$ cat src/design/apcq_pkg.sv
// Shared types, constants and the task-file table of the ATA PIO command queue.
package apcq_pkg;

  localparam int unsigned QUEUE_DEPTH    = 16;
  localparam int unsigned PTR_W          = $clog2(QUEUE_DEPTH);
  localparam int unsigned COUNT_W        = $clog2(QUEUE_DEPTH + 1);
  localparam int unsigned CMD_FIFO_DEPTH = 2;
  localparam int unsigned TF_WRITES      = 6;
  localparam int unsigned STEP_W         = $clog2(TF_WRITES);

  localparam int unsigned LBA_W  = 28;
  localparam int unsigned ADDR_W = 32;

  localparam logic [1:0] REQ_READ     = 2'd0;
  localparam logic [1:0] REQ_IDENTIFY = 2'd1;
  localparam logic [1:0] REQ_IRQ      = 2'd2;

  localparam logic [2:0] KIND_REG_WRITE = 3'd0;
  localparam logic [2:0] KIND_XFER      = 3'd1;
  localparam logic [2:0] KIND_ACCEPTED  = 3'd2;
  localparam logic [2:0] KIND_QUEUE_FULL = 3'd3;
  localparam logic [2:0] KIND_DRIVE_ERR = 3'd4;
  localparam logic [2:0] KIND_NOT_ATA   = 3'd5;
  localparam logic [2:0] KIND_NO_DRIVE  = 3'd6;

  localparam logic [2:0] TF_SECCOUNT = 3'd2;
  localparam logic [2:0] TF_LBA_LO   = 3'd3;
  localparam logic [2:0] TF_LBA_MID  = 3'd4;
  localparam logic [2:0] TF_LBA_HI   = 3'd5;
  localparam logic [2:0] TF_DRIVE    = 3'd6;
  localparam logic [2:0] TF_COMMAND  = 3'd7;

  localparam logic [7:0] DRV_LBA_MASTER = 8'hE0;
  localparam logic [7:0] DRV_IDENTIFY   = 8'hA0;
  localparam logic [7:0] CMD_READ_SECT  = 8'h20;
  localparam logic [7:0] CMD_IDENTIFY   = 8'hEC;

  localparam int unsigned STATUS_ERR_BIT = 0;
  localparam int unsigned STATUS_DRQ_BIT = 3;

  typedef enum logic [1:0] {
    OP_READ,
    OP_IDENT,
    OP_IRQ,
    OP_NONE
  } op_e;

  typedef enum logic [2:0] {
    ST_IDLE,
    ST_REPORT,
    ST_LOAD,
    ST_ISSUE,
    ST_ACCEPT
  } state_e;

  typedef struct packed {
    op_e               op;
    logic [LBA_W-1:0]  lba;
    logic [ADDR_W-1:0] addr;
    logic              err;
    logic              drq;
    logic              status_zero;
    logic              sig_nonzero;
  } cmd_t;

  typedef struct packed {
    logic              ident;
    logic [LBA_W-1:0]  lba;
    logic [ADDR_W-1:0] addr;
  } entry_t;

  typedef struct packed {
    logic [2:0] offset;
    logic [7:0] data;
  } tf_write_t;

  typedef struct packed {
    logic [2:0]        kind;
    logic [2:0]        reg_offset;
    logic [7:0]        reg_data;
    logic [ADDR_W-1:0] xfer_addr;
    logic              last;
  } result_t;

  function automatic tf_write_t tf_write(input logic [STEP_W-1:0] step, input logic ident,
                                         input logic [LBA_W-1:0] lba);
    tf_write_t w;
    w = '0;
    case (step)
      STEP_W'(0): begin
        w.offset = TF_DRIVE;
        w.data   = ident ? DRV_IDENTIFY : (DRV_LBA_MASTER | {4'h0, lba[27:24]});
      end
      STEP_W'(1): begin
        w.offset = TF_SECCOUNT;
        w.data   = ident ? 8'h00 : 8'h01;
      end
      STEP_W'(2): begin
        w.offset = TF_LBA_LO;
        w.data   = ident ? 8'h00 : lba[7:0];
      end
      STEP_W'(3): begin
        w.offset = TF_LBA_MID;
        w.data   = ident ? 8'h00 : lba[15:8];
      end
      STEP_W'(4): begin
        w.offset = TF_LBA_HI;
        w.data   = ident ? 8'h00 : lba[23:16];
      end
      default: begin
        w.offset = TF_COMMAND;
        w.data   = ident ? CMD_IDENTIFY : CMD_READ_SECT;
      end
    endcase
    return w;
  endfunction

endpackage

$ cat src/design/apcq_ifs.sv
// Request and result channel interfaces of the ATA PIO command queue.
interface apcq_req_if;
  logic        valid;
  logic        ready;
  logic [1:0]  req_type;
  logic [27:0] lba;
  logic [31:0] buffer_addr;
  logic [7:0]  status_byte;
  logic        signature_nonzero;

  modport source (output valid, req_type, lba, buffer_addr, status_byte, signature_nonzero,
                  input ready);
  modport sink (input valid, req_type, lba, buffer_addr, status_byte, signature_nonzero,
                output ready);
endinterface

interface apcq_res_if;
  logic        valid;
  logic        ready;
  logic [2:0]  kind;
  logic [2:0]  reg_offset;
  logic [7:0]  reg_data;
  logic [31:0] xfer_addr;
  logic        last;

  modport source (output valid, kind, reg_offset, reg_data, xfer_addr, last, input ready);
  modport sink (input valid, kind, reg_offset, reg_data, xfer_addr, last, output ready);
endinterface

$ cat src/design/apcq_cmd_fifo.sv
// Short command queue that decouples the request decoder from the command sequencer.
module apcq_cmd_fifo (
  input  logic            clk_i,
  input  logic            rst_ni,
  input  logic            push_i,
  input  apcq_pkg::cmd_t  wdata_i,
  output logic            ready_o,
  input  logic            pop_i,
  output apcq_pkg::cmd_t  rdata_o,
  output logic            valid_o
);

  localparam int unsigned FPTR_W = $clog2(apcq_pkg::CMD_FIFO_DEPTH);
  localparam int unsigned FCNT_W = $clog2(apcq_pkg::CMD_FIFO_DEPTH + 1);

  apcq_pkg::cmd_t    slot_q [apcq_pkg::CMD_FIFO_DEPTH];
  logic [FPTR_W-1:0] wr_ptr_q, wr_ptr_d;
  logic [FPTR_W-1:0] rd_ptr_q, rd_ptr_d;
  logic [FCNT_W-1:0] cnt_q, cnt_d;
  logic              do_push;
  logic              do_pop;

  assign ready_o = (cnt_q != FCNT_W'(apcq_pkg::CMD_FIFO_DEPTH));
  assign valid_o = (cnt_q != '0);
  assign rdata_o = slot_q[rd_ptr_q];
  assign do_push = push_i && ready_o;
  assign do_pop  = pop_i && valid_o;

  always_comb begin
    wr_ptr_d = wr_ptr_q;
    rd_ptr_d = rd_ptr_q;
    cnt_d    = cnt_q;
    if (do_push) begin
      wr_ptr_d = (wr_ptr_q == FPTR_W'(apcq_pkg::CMD_FIFO_DEPTH - 1)) ? '0 : wr_ptr_q + 1'b1;
    end
    if (do_pop) begin
      rd_ptr_d = (rd_ptr_q == FPTR_W'(apcq_pkg::CMD_FIFO_DEPTH - 1)) ? '0 : rd_ptr_q + 1'b1;
    end
    if (do_push && !do_pop) begin
      cnt_d = cnt_q + 1'b1;
    end else if (do_pop && !do_push) begin
      cnt_d = cnt_q - 1'b1;
    end
  end

  always_ff @(posedge clk_i or negedge rst_ni) begin
    if (!rst_ni) begin
      wr_ptr_q <= '0;
      rd_ptr_q <= '0;
      cnt_q    <= '0;
    end else begin
      wr_ptr_q <= wr_ptr_d;
      rd_ptr_q <= rd_ptr_d;
      cnt_q    <= cnt_d;
    end
  end

  always_ff @(posedge clk_i) begin
    if (do_push) begin
      slot_q[wr_ptr_q] <= wdata_i;
    end
  end

endmodule

$ cat src/design/apcq_front.sv
// Request decoder that accepts transfers and classifies them into commands.
module apcq_front (
  apcq_req_if.sink         req_i,
  input  logic             fifo_ready_i,
  output logic             push_o,
  output apcq_pkg::cmd_t   cmd_o
);

  apcq_pkg::op_e op;

  always_comb begin
    case (req_i.req_type)
      apcq_pkg::REQ_READ:     op = apcq_pkg::OP_READ;
      apcq_pkg::REQ_IDENTIFY: op = apcq_pkg::OP_IDENT;
      apcq_pkg::REQ_IRQ:      op = apcq_pkg::OP_IRQ;
      default:                op = apcq_pkg::OP_NONE;
    endcase
  end

  assign req_i.ready = fifo_ready_i;
  assign push_o      = req_i.valid && fifo_ready_i && (op != apcq_pkg::OP_NONE);

  always_comb begin
    cmd_o             = '0;
    cmd_o.op          = op;
    cmd_o.lba         = (op == apcq_pkg::OP_IDENT) ? '0 : req_i.lba;
    cmd_o.addr        = req_i.buffer_addr;
    cmd_o.err         = req_i.status_byte[apcq_pkg::STATUS_ERR_BIT];
    cmd_o.drq         = req_i.status_byte[apcq_pkg::STATUS_DRQ_BIT];
    cmd_o.status_zero = (req_i.status_byte == 8'h00);
    cmd_o.sig_nonzero = req_i.signature_nonzero;
  end

endmodule

$ cat src/design/apcq_back.sv
// Command sequencer that tracks the command in flight, queues pending ones and emits results.
module apcq_back (
  input  logic            clk_i,
  input  logic            rst_ni,
  input  logic            cmd_valid_i,
  input  apcq_pkg::cmd_t  cmd_i,
  output logic            pop_o,
  apcq_res_if.source      res_o
);

  localparam int unsigned PTR_W   = apcq_pkg::PTR_W;
  localparam int unsigned COUNT_W = apcq_pkg::COUNT_W;
  localparam int unsigned STEP_W  = apcq_pkg::STEP_W;

  apcq_pkg::state_e  state_q, state_d;
  logic              busy_q, busy_d;
  logic              act_ident_q, act_ident_d;
  logic [27:0]       act_lba_q, act_lba_d;
  logic [31:0]       act_addr_q, act_addr_d;
  logic [PTR_W-1:0]  head_q, head_d;
  logic [PTR_W-1:0]  tail_q, tail_d;
  logic [COUNT_W-1:0] count_q, count_d;
  logic [STEP_W-1:0] step_q, step_d;
  logic              acc_after_q, acc_after_d;
  logic              dispatch_q, dispatch_d;
  logic [2:0]        rep_kind_q, rep_kind_d;
  logic [31:0]       rep_addr_q, rep_addr_d;
  logic              rep_last_q, rep_last_d;
  logic              res_valid_q, res_valid_d;
  apcq_pkg::result_t res_q, res_d;

  apcq_pkg::entry_t  mem_q [apcq_pkg::QUEUE_DEPTH];
  apcq_pkg::entry_t  rd_data_q;
  apcq_pkg::entry_t  wr_entry;
  logic              mem_we;
  logic              mem_re;

  logic              can_emit;
  logic              is_sub;
  logic              is_irq;
  logic              full;
  logic              has_pending;
  logic              sub_issue, sub_full, sub_queue;
  logic              irq_err, irq_done, irq_report;
  logic [2:0]        irq_kind;
  logic              last_step;
  apcq_pkg::tf_write_t tf;

  assign can_emit    = !res_valid_q || res_o.ready;
  assign pop_o       = (state_q == apcq_pkg::ST_IDLE) && cmd_valid_i;
  assign is_sub      = (cmd_i.op == apcq_pkg::OP_READ) || (cmd_i.op == apcq_pkg::OP_IDENT);
  assign is_irq      = (cmd_i.op == apcq_pkg::OP_IRQ);
  assign full        = (count_q == COUNT_W'(apcq_pkg::QUEUE_DEPTH));
  assign has_pending = (count_q != '0);
  assign sub_issue   = pop_o && is_sub && !busy_q;
  assign sub_full    = pop_o && is_sub && busy_q && full;
  assign sub_queue   = pop_o && is_sub && busy_q && !full;
  assign irq_err     = pop_o && is_irq && busy_q && cmd_i.err;
  assign irq_done    = pop_o && is_irq && busy_q && !cmd_i.err;
  assign last_step   = (step_q == STEP_W'(apcq_pkg::TF_WRITES - 1));
  assign tf          = apcq_pkg::tf_write(step_q, act_ident_q, act_lba_q);

  always_comb begin
    irq_report = 1'b1;
    irq_kind   = apcq_pkg::KIND_XFER;
    if (act_ident_q && cmd_i.status_zero) begin
      irq_kind = apcq_pkg::KIND_NO_DRIVE;
    end else if (act_ident_q && cmd_i.sig_nonzero) begin
      irq_kind = apcq_pkg::KIND_NOT_ATA;
    end else if (!cmd_i.drq) begin
      irq_report = 1'b0;
    end
  end

  always_comb begin
    state_d = state_q;
    case (state_q)
      apcq_pkg::ST_IDLE: begin
        if (sub_issue) begin
          state_d = apcq_pkg::ST_ISSUE;
        end else if (sub_full || sub_queue || irq_err || (irq_done && irq_report)) begin
          state_d = apcq_pkg::ST_REPORT;
        end else if (irq_done && has_pending) begin
          state_d = apcq_pkg::ST_LOAD;
        end
      end
      apcq_pkg::ST_REPORT: begin
        if (can_emit) begin
          state_d = dispatch_q ? apcq_pkg::ST_LOAD : apcq_pkg::ST_IDLE;
        end
      end
      apcq_pkg::ST_LOAD: begin
        state_d = apcq_pkg::ST_ISSUE;
      end
      apcq_pkg::ST_ISSUE: begin
        if (can_emit && last_step) begin
          state_d = acc_after_q ? apcq_pkg::ST_ACCEPT : apcq_pkg::ST_IDLE;
        end
      end
      apcq_pkg::ST_ACCEPT: begin
        if (can_emit) begin
          state_d = apcq_pkg::ST_IDLE;
        end
      end
      default: begin
        state_d = apcq_pkg::ST_IDLE;
      end
    endcase
  end

  always_comb begin
    busy_d      = busy_q;
    act_ident_d = act_ident_q;
    act_lba_d   = act_lba_q;
    act_addr_d  = act_addr_q;
    head_d      = head_q;
    tail_d      = tail_q;
    count_d     = count_q;
    step_d      = step_q;
    acc_after_d = acc_after_q;
    dispatch_d  = dispatch_q;
    rep_kind_d  = rep_kind_q;
    rep_addr_d  = rep_addr_q;
    rep_last_d  = rep_last_q;
    res_valid_d = res_valid_q && !res_o.ready;
    res_d       = res_q;
    mem_we      = 1'b0;
    mem_re      = 1'b0;
    wr_entry.ident = (cmd_i.op == apcq_pkg::OP_IDENT);
    wr_entry.lba   = cmd_i.lba;
    wr_entry.addr  = cmd_i.addr;

    case (state_q)
      apcq_pkg::ST_IDLE: begin
        if (sub_issue) begin
          busy_d      = 1'b1;
          act_ident_d = (cmd_i.op == apcq_pkg::OP_IDENT);
          act_lba_d   = cmd_i.lba;
          act_addr_d  = cmd_i.addr;
          step_d      = '0;
          acc_after_d = 1'b1;
        end
        if (sub_full) begin
          rep_kind_d = apcq_pkg::KIND_QUEUE_FULL;
          rep_addr_d = '0;
          rep_last_d = 1'b1;
          dispatch_d = 1'b0;
        end
        if (sub_queue) begin
          mem_we     = 1'b1;
          tail_d     = (tail_q == PTR_W'(apcq_pkg::QUEUE_DEPTH - 1)) ? '0 : tail_q + 1'b1;
          count_d    = count_q + 1'b1;
          rep_kind_d = apcq_pkg::KIND_ACCEPTED;
          rep_addr_d = '0;
          rep_last_d = 1'b1;
          dispatch_d = 1'b0;
        end
        if (irq_err) begin
          rep_kind_d = apcq_pkg::KIND_DRIVE_ERR;
          rep_addr_d = '0;
          rep_last_d = 1'b1;
          dispatch_d = 1'b0;
        end
        if (irq_done) begin
          busy_d      = 1'b0;
          act_ident_d = 1'b0;
          act_addr_d  = '0;
          dispatch_d  = has_pending;
          rep_kind_d  = irq_kind;
          rep_addr_d  = (irq_kind == apcq_pkg::KIND_XFER) ? act_addr_q : '0;
          rep_last_d  = !has_pending;
          if (has_pending) begin
            mem_re  = 1'b1;
            head_d  = (head_q == PTR_W'(apcq_pkg::QUEUE_DEPTH - 1)) ? '0 : head_q + 1'b1;
            count_d = count_q - 1'b1;
          end
        end
      end
      apcq_pkg::ST_REPORT: begin
        if (can_emit) begin
          res_valid_d      = 1'b1;
          res_d.kind       = rep_kind_q;
          res_d.reg_offset = '0;
          res_d.reg_data   = '0;
          res_d.xfer_addr  = rep_addr_q;
          res_d.last       = rep_last_q;
        end
      end
      apcq_pkg::ST_LOAD: begin
        busy_d      = 1'b1;
        act_ident_d = rd_data_q.ident;
        act_lba_d   = rd_data_q.lba;
        act_addr_d  = rd_data_q.addr;
        step_d      = '0;
        acc_after_d = 1'b0;
      end
      apcq_pkg::ST_ISSUE: begin
        if (can_emit) begin
          res_valid_d      = 1'b1;
          res_d.kind       = apcq_pkg::KIND_REG_WRITE;
          res_d.reg_offset = tf.offset;
          res_d.reg_data   = tf.data;
          res_d.xfer_addr  = '0;
          res_d.last       = last_step && !acc_after_q;
          step_d           = step_q + 1'b1;
        end
      end
      apcq_pkg::ST_ACCEPT: begin
        if (can_emit) begin
          res_valid_d      = 1'b1;
          res_d.kind       = apcq_pkg::KIND_ACCEPTED;
          res_d.reg_offset = '0;
          res_d.reg_data   = '0;
          res_d.xfer_addr  = '0;
          res_d.last       = 1'b1;
        end
      end
      default: begin
        res_valid_d = res_valid_q && !res_o.ready;
      end
    endcase
  end

  always_ff @(posedge clk_i or negedge rst_ni) begin
    if (!rst_ni) begin
      state_q     <= apcq_pkg::ST_IDLE;
      busy_q      <= 1'b0;
      act_ident_q <= 1'b0;
      act_lba_q   <= '0;
      act_addr_q  <= '0;
      head_q      <= '0;
      tail_q      <= '0;
      count_q     <= '0;
      step_q      <= '0;
      acc_after_q <= 1'b0;
      dispatch_q  <= 1'b0;
      res_valid_q <= 1'b0;
    end else begin
      state_q     <= state_d;
      busy_q      <= busy_d;
      act_ident_q <= act_ident_d;
      act_lba_q   <= act_lba_d;
      act_addr_q  <= act_addr_d;
      head_q      <= head_d;
      tail_q      <= tail_d;
      count_q     <= count_d;
      step_q      <= step_d;
      acc_after_q <= acc_after_d;
      dispatch_q  <= dispatch_d;
      res_valid_q <= res_valid_d;
    end
  end

  always_ff @(posedge clk_i) begin
    rep_kind_q <= rep_kind_d;
    rep_addr_q <= rep_addr_d;
    rep_last_q <= rep_last_d;
    res_q      <= res_d;
  end

  always_ff @(posedge clk_i) begin
    if (mem_we) begin
      mem_q[tail_q] <= wr_entry;
    end
    if (mem_re) begin
      rd_data_q <= mem_q[head_q];
    end
  end

  assign res_o.valid      = res_valid_q;
  assign res_o.kind       = res_q.kind;
  assign res_o.reg_offset = res_q.reg_offset;
  assign res_o.reg_data   = res_q.reg_data;
  assign res_o.xfer_addr  = res_q.xfer_addr;
  assign res_o.last       = res_q.last;

endmodule

$ cat src/design/ata_pio_command_queue_core.sv
// Top level of the ATA PIO command queue: decoder, command queue and sequencer.
//
//   Port    Direction  Transfer carries
//   req_i   sink       req_type, lba, buffer_addr, status_byte, signature_nonzero
//   res_o   source     kind, reg_offset, reg_data, xfer_addr, last
//
// A request passes through the registered command queue before it reaches the
// sequencer; results leave at one per cycle from a registered output stage while the
// result port is ready, and an issue is a serial sequence of task-file register writes.
// Dispatching a queued command goes through a registered read of the pending
// memory. Reset is asynchronous and clears all control state; the pending memory is
// not cleared. A stalled result holds the sequencer while the decoder keeps filling
// the two-entry command queue.
module ata_pio_command_queue_core (
  input  logic        clk_i,
  input  logic        rst_ni,
  apcq_req_if.sink    req_i,
  apcq_res_if.source  res_o
);

  logic           fifo_ready;
  logic           push;
  logic           pop;
  logic           cmd_valid;
  apcq_pkg::cmd_t cmd_in;
  apcq_pkg::cmd_t cmd_out;

  apcq_front u_front (
    .req_i        (req_i),
    .fifo_ready_i (fifo_ready),
    .push_o       (push),
    .cmd_o        (cmd_in)
  );

  apcq_cmd_fifo u_cmd_fifo (
    .clk_i   (clk_i),
    .rst_ni  (rst_ni),
    .push_i  (push),
    .wdata_i (cmd_in),
    .ready_o (fifo_ready),
    .pop_i   (pop),
    .rdata_o (cmd_out),
    .valid_o (cmd_valid)
  );

  apcq_back u_back (
    .clk_i       (clk_i),
    .rst_ni      (rst_ni),
    .cmd_valid_i (cmd_valid),
    .cmd_i       (cmd_out),
    .pop_o       (pop),
    .res_o       (res_o)
  );

endmodule

$ cat src/flat_wrapper.sv
// flat-port wrapper written by rule: the top's interface ports become plain ports
module ata_pio_command_queue_core_flat 
  (clk_i, rst_ni, req_i_valid, req_i_req_type, req_i_lba, req_i_buffer_addr, req_i_status_byte, req_i_signature_nonzero, req_i_ready, res_o_valid, res_o_kind, res_o_reg_offset, res_o_reg_data, res_o_xfer_addr, res_o_last, res_o_ready);
  apcq_req_if req_i_i ();
  apcq_res_if res_o_i ();
  input  logic clk_i;
  input  logic rst_ni;
  input wire logic [$bits(req_i_i.valid)-1:0] req_i_valid;
  input wire logic [$bits(req_i_i.req_type)-1:0] req_i_req_type;
  input wire logic [$bits(req_i_i.lba)-1:0] req_i_lba;
  input wire logic [$bits(req_i_i.buffer_addr)-1:0] req_i_buffer_addr;
  input wire logic [$bits(req_i_i.status_byte)-1:0] req_i_status_byte;
  input wire logic [$bits(req_i_i.signature_nonzero)-1:0] req_i_signature_nonzero;
  output wire logic [$bits(req_i_i.ready)-1:0] req_i_ready;
  output wire logic [$bits(res_o_i.valid)-1:0] res_o_valid;
  output wire logic [$bits(res_o_i.kind)-1:0] res_o_kind;
  output wire logic [$bits(res_o_i.reg_offset)-1:0] res_o_reg_offset;
  output wire logic [$bits(res_o_i.reg_data)-1:0] res_o_reg_data;
  output wire logic [$bits(res_o_i.xfer_addr)-1:0] res_o_xfer_addr;
  output wire logic [$bits(res_o_i.last)-1:0] res_o_last;
  input wire logic [$bits(res_o_i.ready)-1:0] res_o_ready;
  assign req_i_i.valid = req_i_valid;
  assign req_i_i.req_type = req_i_req_type;
  assign req_i_i.lba = req_i_lba;
  assign req_i_i.buffer_addr = req_i_buffer_addr;
  assign req_i_i.status_byte = req_i_status_byte;
  assign req_i_i.signature_nonzero = req_i_signature_nonzero;
  assign req_i_ready = req_i_i.ready;
  assign res_o_valid = res_o_i.valid;
  assign res_o_kind = res_o_i.kind;
  assign res_o_reg_offset = res_o_i.reg_offset;
  assign res_o_reg_data = res_o_i.reg_data;
  assign res_o_xfer_addr = res_o_i.xfer_addr;
  assign res_o_last = res_o_i.last;
  assign res_o_i.ready = res_o_ready;
  ata_pio_command_queue_core u_core (.clk_i(clk_i), .rst_ni(rst_ni), .req_i(req_i_i), .res_o(res_o_i));
endmodule
$ cat config.mk
export PLATFORM = sky130hd
export DESIGN_NAME = ata_pio_command_queue_core_flat
export DESIGN_NICKNAME = d
export VERILOG_FILES = /design/src/design/apcq_pkg.sv /design/src/design/apcq_ifs.sv /design/src/design/apcq_cmd_fifo.sv /design/src/design/apcq_front.sv /design/src/design/apcq_back.sv /design/src/design/ata_pio_command_queue_core.sv /design/src/flat_wrapper.sv
export SDC_FILE = /design/constraint.sdc
export NUM_CORES = 1
export LEC_CHECK = 0
export BUFFER_PORTS_ARGS = -buffer_cell sky130_fd_sc_hd__buf_4
export CAP_MARGIN = 20
export CORE_ASPECT_RATIO = 1.1
export CORE_MARGIN = 4
export CORE_UTILIZATION = 40
export CTS_CLUSTER_SIZE = 25
export DETAILED_ROUTE_END_ITERATION = 16
export HOLD_SLACK_MARGIN = 0.06
export PLACE_DENSITY = 0.62
export SLEW_MARGIN = 20
export SYNTH_ARGS = -nofsm -noshare
export SYNTH_HDL_FRONTEND = slang
export SYNTH_SLANG_ARGS = --single-unit
$ cat constraint.sdc
create_clock -name clk_i -period 12.9 [get_ports clk_i]
set_clock_uncertainty 0.05 [all_clocks]
set_input_delay 3.225 -clock clk_i [delete_from_list [all_inputs] [get_ports clk_i]]
set_output_delay 3.225 -clock clk_i [all_outputs]
set_load 0.05 [all_outputs]
Yosys cells after proc, flatten, opt, wreduce, memory -nomap -nowiden
Memory sizes are Yosys's and may differ from the RTL's. A register that Yosys moved wholly into a read port is not among the register bits.
Index checks and enable logic that the tools add are counted.

storage, ports and cells
  output and inout port bits = 49
  memories = 2
  bits in writable memories = 1108
  bits in registers = 171
  input port bits = 75
  logic and storage cells = 198

operators by class
  add/sub/neg operators = 9
  muxes and demuxes = 79
  reductions and logical operators = 58
  equality and inequality tests = 27

memory list
  name                      depth  width  rd ports  clocked after memory_dff  wr ports  RTL line             RTL
  u_core.u_back.mem_q       16     61     1         1                         1         apcq_back.sv:32      apcq_pkg::entry_t mem_q [apcq_pkg::QUEUE_DEPTH];
  u_core.u_cmd_fifo.slot_q  2      66     1         0                         1         apcq_cmd_fifo.sv:16  apcq_pkg::cmd_t slot_q [apcq_pkg::CMD_FIFO_DEPTH];

operators with widths
  operator                                       count
  two-way mux 32 bit                             7
  two-way mux 47 bit                             3
  one-hot mux 47 bit (3 select lines)            1
  one-hot mux 32 bit (2 select lines)            1
  two-way mux 28 bit                             2
  one-hot mux 28 bit (2 select lines)            1
  one-hot mux 11 bit (5 select lines)            1
  two-way mux 3 bit                              15
  two-way mux 8 bit                              4
  two-way mux 1 bit                              29
  logical AND 1 bit                              23
  two-way mux 5 bit                              3
  one-hot mux 3 bit (5 select lines)             1
  inequality test 2 bit, second input constant   7
  == test 3 x 2 -> 1 bit, second input constant  4
  == test 3 x 1 -> 1 bit, second input constant  3
  == test 3 bit, second input constant           3
  zero test 1 bit                                9
  one-hot mux 3 bit (3 select lines)             1
  adder 4 x 1 -> 4 bit, second input constant    2
  == test 4 bit, second input constant           2
  zero test 8 bit                                1
  two-way mux 4 bit                              2
  AND reduction 2 bit                            4
  25 further kinds                               44

Logic depth before layout (Yosys ltp)
Gate-level depths: netlist (run 1).
An unclocked memory read counts as a cell.

  depth in word-level cells = 12
  gate-level depth with buffers = 10
  mapped depth without buffers = 8

Cells and area by module
A second synthesis (run 1) with hierarchy kept.

unflattened totals
  cells, all modules = 2749
  area total of the unflattened synthesis = 52165.0 um2

modules (own cells, without submodules)
  module         sequential area each (um2)  area an instance (um2)  times used  cells an instance
  apcq_back      35734.3                     46598.4                 1           2452
  apcq_cmd_fifo  4063.9                      5069.9                  1           223
  apcq_front     0.0                         496.7                   1           74

Least setup slack after synthesis (run 1)
OpenSTA, ideal clock, no wires.

  path type = input -> register
  start = in req_i_req_type[0]
  end = mem u_core.u_cmd_fifo.slot_q[0][0] in the netlist's numbering (enable)
  path buffers = 0
  data required time = 12.359 ns
  data arrival time = 6.204 ns
  stages = 3
  path slack = 6.155 ns
  setup time = 0.491 ns
  cells stage by stage = nand2_1 nand3_1 nor2_1

on the way
  word-level cells in the longest chain between the ends = 7
  elaborated cells between the ends (all ways) = 9
  classes of those cells = eq/ne: 3; mux: 3; reduce/logical: 3

RTL lines
  element                                      RTL line             RTL
  from (decl)                                  flat_wrapper.sv:9    input wire logic [$bits(req_i_i.req_type)-1:0] req_i_req_type;
  == test 2 bit (tied with other cells)        apcq_front.sv:12     case (req_i.req_type)
  one-hot mux 2 bit (3 select lines) (*)       apcq_front.sv:12
  inequality test 2 bit (*)                    apcq_front.sv:21     assign push_o = req_i.valid && fifo_ready_i && (op != apcq_pkg::OP_NONE);
  logical AND 1 bit (*)                        apcq_front.sv:21
  logical AND 1 bit (*)                        apcq_cmd_fifo.sv:26  assign do_push = push_i && ready_o;
  two-way mux 1 bit (*)                        apcq_cmd_fifo.sv:59  if (do_push) begin
  two-way mux 1 bit (not written as such) (*)  apcq_cmd_fifo.sv:60  slot_q[wr_ptr_q] <= wdata_i;
  to (decl)                                    apcq_cmd_fifo.sv:16

Every way passes the cells marked *; elsewhere a longest branch is shown, timed or not.

Final worst setup path (run 1)
  start = reg u_core.u_cmd_fifo.cnt_q[0]
  end = out req_i_ready

on the way
  word-level cells in the longest chain between the ends = 1

RTL lines
  element                 RTL line             RTL
  from (decl)             apcq_cmd_fifo.sv:19  logic [FCNT_W-1:0] cnt_q, cnt_d;
  from (signal assigned)  apcq_cmd_fifo.sv:54  cnt_q <= cnt_d;
  inequality test 2 bit   apcq_cmd_fifo.sv:23  assign ready_o = (cnt_q != FCNT_W'(apcq_pkg::CMD_FIFO_DEPTH));
  to (decl)               flat_wrapper.sv:14   output wire logic [$bits(req_i_i.ready)-1:0] req_i_ready;

Every way passes these cells.

==> qor.txt, run 1 <==
Worst Path Required: 9620 ps
clock sink count: 1340
# fillers: 10900
GR peak layer: met2
full die area: 136000 µm²
synthesized area: 52000 µm²
peak per-stage delay on the critical path: 430 ps
Async SR Flop Fraction: 6.57%
via count: 26400
fin nets: 3045
router iterations before antenna repair: 8
Post-Synth Adder-Cell Area: 0.313%
largest net degree at the start of global routing: 68
fraction of layout cells with a size suffix above 1: 21.0%
post-synthesis register bit count: 1340
root buf cell: clkbuf_16
core area: 129000 µm²
setup TNS: 0 ps
Tot Pwr: 12.5 mW
first-pass GRT wire length: 182 mm
min cycle time layout: 4850 ps
post-DP HPWL: 63.5 mm
GR Util met3: 2.60%
IO Pins: 124
commonest non-fill, non-tap cell in the layout: edfxtp_1
Leak: 19.3 nW
Port Buffers: 123
area delta synth->final: 13.8%
wire length per cell: 26.2 µm
Post-CTS Resized: 0
Post-Route WL: 124 mm
RSZ-0062 raised after global routing: no
initial antenna violation count: 3
post-synthesis simple-gate area fraction: 3.29%
H-tree levels: 4
Worst Max-Slew Pin Slew: 1080 ps
status: finished, final reports clean
slowest CP cell: dfrtp_1
Clock transition at path regs: 60 ps
DRT iter0 DRCs: 2427
maximum fanout along the worst path: 5
area of the multi-input gates: 11500 µm²
Final Max Tran Viols: 0
Worst EP arrival: 1580 ps
row count: 138
clock buffer depth: 3
placed instance area: 54800 µm²
antenna viol nets, final: 0
antenna fix cells: 0
startpoint types: register
Yosys cell types: 61
Post-synth EDFFs: 1252
grt ovf: 0
TritonCTS Buffers: 139
Initial Utilization: 40.3%
Max-slew headroom: 27.5%
TritonCTS clock tree: yes
VDD IR-drop max: 0.131 mV
final setup fails: 0
vias in the first global route: 26900
crit share post-route: 37.6%
fmax: 206 MHz
Compound-Gate Fraction of Synth Area: 5.34%
part of the Yosys area used for sequential elements: 76.6%
die height: 386 µm
Post-Synth XOR/XNOR Area: 0.152%
register area: 39800 µm²
WS Path Type: reg -> out
post-CTS setup buffer count: 0
Avg Cell Area, Syn: 18.5 µm²
Mapped Nets: 2893
Final Hold Viols: 0
leading register cell type out of synthesis: edfxtp_1
crit end category: output port
number of remaining DRC errors: 0
largest family of logic cells by synthesized area: multiplexers
gp weighted congestion: 0.751
setup slack after layout: 8050 ps
clock latency on the worst-skew pair: 720 ps
cts hold-fix bufs: 0
MaxCap Viol Count: 0
Die W: 352 µm
met2 Use GR: 30.5%
GRT met1 Usage: 25.0%
post-synthesis mux area share: 12.8%
Worst Hold Class: reg -> reg
Ys Warns: 0
pre-CTS setup slack: 7370 ps
critical path, cell by cell: nand2b_1, buf_4
Power Dens Cells: 212 nW/µm²
drt via density: 5.55
commonest non-fill, non-tap cells in the layout: 1252 x edfxtp_1, 248 x mux2i_1, 171 x buf_4
Mapped Cells: 2805
gr usage total: 18.3%
design area: 59100 µm²
state kept, by name, summed over array words and instances, names as in the netlist, 2 cells and up:
name                            cells
u_core.u_back.state_q               3
u_core.u_back.rd_data_q            61
u_core.u_back.count_q               5
u_core.u_back.res_o.kind            3
u_core.u_back.res_o.reg_offset      3
u_core.u_back.mem_q               976
u_core.u_back.rep_kind_q            3
u_core.u_back.res_o.reg_data        8
u_core.u_back.step_q                3
u_core.u_back.head_q                4
u_core.u_cmd_fifo.slot_q          132
u_core.u_back.act_addr_q           32
u_core.u_back.act_lba_q            28
u_core.u_back.tail_q                4
u_core.u_cmd_fifo.cnt_q             2
u_core.u_back.rep_addr_q           32
u_core.u_back.res_o.xfer_addr      32
power breakdown:
part	switching [mW]	internal, mW	total (mW)
sequential	0.265	5.63	5.89
combinational	1.78	0.989	2.77
clock	1.61	2.25	3.86
synth_stat cells, types with 10 or more instances:
cell | instances | area (µm²)
o21ai_0 | 163 | 816
o31ai_1 | 33 | 248
nand3_1 | 10 | 50.1
buf_2 | 46 | 230
a22oi_1 | 64 | 480
mux4_2 | 122 | 2750
and2_1 | 79 | 494
nor2_1 | 27 | 101
a21oi_1 | 80 | 400
nand2_1 | 148 | 556
dfrtp_1 | 88 | 2200
ha_1 | 13 | 163
a221oi_1 | 61 | 534
mux2i_1 | 248 | 2480
clkbuf_1 | 99 | 372
edfxtp_1 | 1252 | 37600
and3_1 | 33 | 206
mux2_2 | 128 | 1440
inv_1 | 16 | 60.1
cell families (layout without fill, tap and decap cells):
logic type,after synthesis,after routing
AOI/OAI and AO/OA,433,433
xor gates and xnor gates,9,9
adders and majority gates,13,13
buffers and inverters,176,439
DFF,1340,1340
muxes,498,498
and+or+nand+nor,336,336
worst max-delay path, delay by kind of cell, from the launching register on:
family / cells / cell delay [ps]
buffers and inverters: 1 / 210
DFF: 1 / 430
and+or+nand+nor: 1 / 220
metal layers:
layer  vias to the layer above  routed length (µm)
li1                      11500                   -
met1                     13800               53300
met2                       837               61200
met3                       203                6520
met4                         0                3260
met5                         -                   0
layout make-up:
type | instances | area share, %
clock buffers | 203 | 6.51
clock inverters | 49 | 0.869
inverters | 16 | 0.104
multi-input cells | 1289 | 19.5
flip-flops and latches | 1340 | 67.3
well taps | 1680 | 3.55
repair buffers | 171 | 2.17
path summary, 6_finish.rpt:
check	start	slack, ps	endpoint	cells after the start
worst max register to register	u_core.u_cmd_fifo.rd_ptr_q	8570	u_core.u_back.count_q[1]	8
min in group asynchronous	rst_ni	2460	u_core.u_back.act_addr_q[1]	1
max in group asynchronous	rst_ni	8940	u_core.u_cmd_fifo.rd_ptr_q	2
worst max-delay path	u_core.u_cmd_fifo.cnt_q[0]	8050	req_i_ready	2
worst min register to register	u_core.u_back.rd_data_q[32]	390	u_core.u_back.act_lba_q[0]	2
worst min-delay path	u_core.u_back.rd_data_q[32]	390	u_core.u_back.act_lba_q[0]	2
through the flow:
step	util, %	hold slack, ps	std cells
after detailed placement	42.5	384	4496
final	45.9	392	4748
after global routing	45.9	410	4748
after CTS	45.9	386	4748
after floorplan	-	374	2805
after global placement	42.5	377	4496
Power figures use the tool's default switching activity.
==> run 2, diff against run 1 <==
- clock period: 12.9 -> 4.86 ns (I/O delays scaled with it)
==> run 2 against run 1 <==
Effect of this change: combinational power grew to 2.7 times the previous value; first-iteration DRC count is 4.5% lower; non-clock buffer count is 7 higher; die area stayed put; wire length is 2.3% lower; design area is 0.41% higher; clock power grew to 2.6 times the previous value; critical path depth is 4 higher; global-route usage is 0.34 points lower.
==> qor.txt, run 2 (synthesis gave the netlist of run 1 again) <==
Worst Path Required: 5220 ps (was 9620 ps)
Max-slew headroom: 30.3% (was 27.5%)
initial antenna violation count: 3 (unchanged)
Initial Utilization: 40.3% (unchanged)
Clock transition at path regs: 60 ps (about the same)
max reg flops: 976 (unchanged)
# fillers: 10800 (was 10900)
status: finished, final reports clean (unchanged)
Final Hold Viols: 0 (unchanged)
area delta synth->final: 14.3% (was 13.8%)
Power Dens Cells: 561 nW/µm² (was 212 nW/µm²)
Worst EP arrival: 3980 ps (was 1580 ps)
Leak: 19.4 nW (was 19.3 nW)
clock buffer depth: 3 (unchanged)
startpoint types: register (unchanged)
met2 Use GR: 30.1% (was 30.5%)
root buf cell: clkbuf_16 (unchanged)
commonest non-fill, non-tap cell in the layout: edfxtp_1 (unchanged)
Post-Route WL: 121 mm (was 124 mm)
Die W: 352 µm (unchanged)
crit share post-route: 74.4%
Worst Hold Class: reg -> reg (unchanged)
GRT met1 Usage: 24.5% (was 25.0%)
final setup fails: 0 (unchanged)
MaxCap Viol Count: 0 (unchanged)
post-CTS setup buffer count: 0 (unchanged)
Worst Max-Slew Pin Slew: 1040 ps (was 1080 ps)
top flop regs: u_core.u_back.mem_q x976, u_core.u_cmd_fifo.slot_q x132, u_core.u_back.rd_data_q x61 (unchanged)
first-pass GRT wire length: 178 mm (was 182 mm)
H-tree levels: 4 (unchanged)
IO Pins: 124 (unchanged)
drt via density: 5.47 (was 5.55)
full die area: 136000 µm² (unchanged)
grt ovf: 0 (unchanged)
FF-to-FF path depth: 6 (was 8)
WHS Path Cells: 2 (unchanged)
R2R Path Start: u_core.u_cmd_fifo.rd_ptr_q (unchanged)
number of remaining DRC errors: 0 (unchanged)
setup TNS: 0 ps (unchanged)
DRT iter0 DRCs: 2318 (was 2427)
fin nets: 3047 (was 3045)
maximum fanout along the worst path: 38 (was 5)
WS Path Type: reg -> reg (was reg -> out)
largest net degree at the start of global routing: 102 (was 68)
clock sink count: 1340 (unchanged)
GR Util met3: 2.95% (was 2.60%)
VDD IR-drop max: 0.370 mV (was 0.131 mV)
Min-Delay Endpoint: u_core.u_back.act_addr_q[10] (was u_core.u_back.act_lba_q[0])
final core utilization: 46.1% (was 45.9%)
antenna viol nets, final: 0 (unchanged)
antenna fix cells: 0 (unchanged)
gr usage total: 17.9% (was 18.3%)
cts hold-fix bufs: 0 (unchanged)
router iterations before antenna repair: 5 (was 8)
RSZ-0062 raised after global routing: no (unchanged)
Port Buffers: 123 (unchanged)
Finished Layout Cells: 4752 (was 4748)
# placed instances: 4503 (was 4496)
row count: 138 (unchanged)
placed instance area: 55100 µm² (was 54800 µm²)
wire length per cell: 25.6 µm (was 26.2 µm)
crit end category: register (was output port)
vias in the first global route: 26200 (was 26900)
TritonCTS Buffers: 134 (was 139)
fraction of layout cells with a size suffix above 1: 21.2% (was 21.0%)
post-DP HPWL: 71.0 mm (was 63.5 mm)
register-to-register setup slack: 1250 ps (was 8570 ps)
Final Max Tran Viols: 0 (unchanged)
hold_sp: u_core.u_back.rd_data_q[10] (was u_core.u_back.rd_data_q[32])
min cycle time layout: 3610 ps
commonest non-fill, non-tap cells in the layout: 1252 x edfxtp_1, 248 x mux2i_1, 163 x o21ai_0 (was 1252 x edfxtp_1, 248 x mux2i_1, 171 x buf_4)
Hold Slack: 394 ps (was 392 ps)
core area: 129000 µm² (unchanged)
fmax: 277 MHz
via count: 26000 (was 26400)
Post-CTS Resized: 0 (unchanged)
die height: 386 µm (unchanged)
gp weighted congestion: 0.772 (was 0.751)
clock latency on the worst-skew pair: 740 ps (was 720 ps)
TritonCTS clock tree: yes (unchanged)
GR peak layer: met2 (unchanged)
largest reg by FF count: u_core.u_back.mem_q (unchanged)
worst flop-to-flop path endpoint: u_core.u_back.mem_q[6][27] (was u_core.u_back.count_q[1])
design area: 59400 µm² (was 59100 µm²)
run 2: cell types whose count changed in the layout (fill, tap and decap cells not counted), moves of 2 or more:
cell / delta
inv_6: +5
clkbuf_16: -2
buf_12: +23
clkbuf_1: -12
clkinv_1: +8
clkbuf_8: -8
buf_4: -16
clkinv_2: +7
clkinv_8: -2
run 2: report_power, final:
part / switching, mW / total (mW) / internal, mW
Sequential: 0.734 / 15.7 / 14.9
Clock: 4.24 / 10.1 / 5.82
Combinational: 4.92 / 7.60 / 2.69
Total: 9.89 / 33.3 / 23.5
run 2: routing by layer:
metal / wire [µm] / part of all wire (%)
met5: 0 / 0
met4: 2210 / 1.8
met3: 6380 / 5.3
met2: 60900 / 50
met1: 51900 / 43
run 2: stage by stage:
stage               total power, mW  worst slack [ps]
floorplan                      20.9               125
global placement               23.5              1280
detailed placement             23.6              1210
CTS                            33.7              1200
global route                   34.8              1010
finish                         33.3              1250
run 2: worst max path at each step:
stage                               startpoint                              to  slack (ps)  depth (start not counted)
floorplan                    req_i_req_type[0]  u_core.u_cmd_fifo.slot_q[0][0]         130                          3
global placement    u_core.u_cmd_fifo.rd_ptr_q     u_core.u_back.mem_q[11][33]        1280                          6
detailed placement  u_core.u_cmd_fifo.rd_ptr_q      u_core.u_back.mem_q[6][31]        1210                          6
CTS                 u_core.u_cmd_fifo.rd_ptr_q      u_core.u_back.mem_q[6][27]        1200                          6
global route        u_core.u_cmd_fifo.rd_ptr_q      u_core.u_back.mem_q[6][27]        1010                          6
finish              u_core.u_cmd_fifo.rd_ptr_q      u_core.u_back.mem_q[6][27]        1250                          6
run 2: layout make-up:
cell class | count | area, µm² | share of cell area [%]
clock buffer | 181 | 3640 | 6.14
inverter | 16 | 61.3 | 0.103
timing repair buffer | 178 | 1620 | 2.73
multi-input combinational | 1289 | 11500 | 19.4
sequential | 1340 | 39800 | 67.0
tap | 1680 | 2100 | 3.54
clock inverter | 68 | 622 | 1.05
run 2: critical path, stage by stage, from the launching register on:
cell and delay, ps:
dfrtp_4 790, mux2_2 500, nor4_4 280, nand2_1 280, nor3b_2 380, and2_4 650, buf_12 310
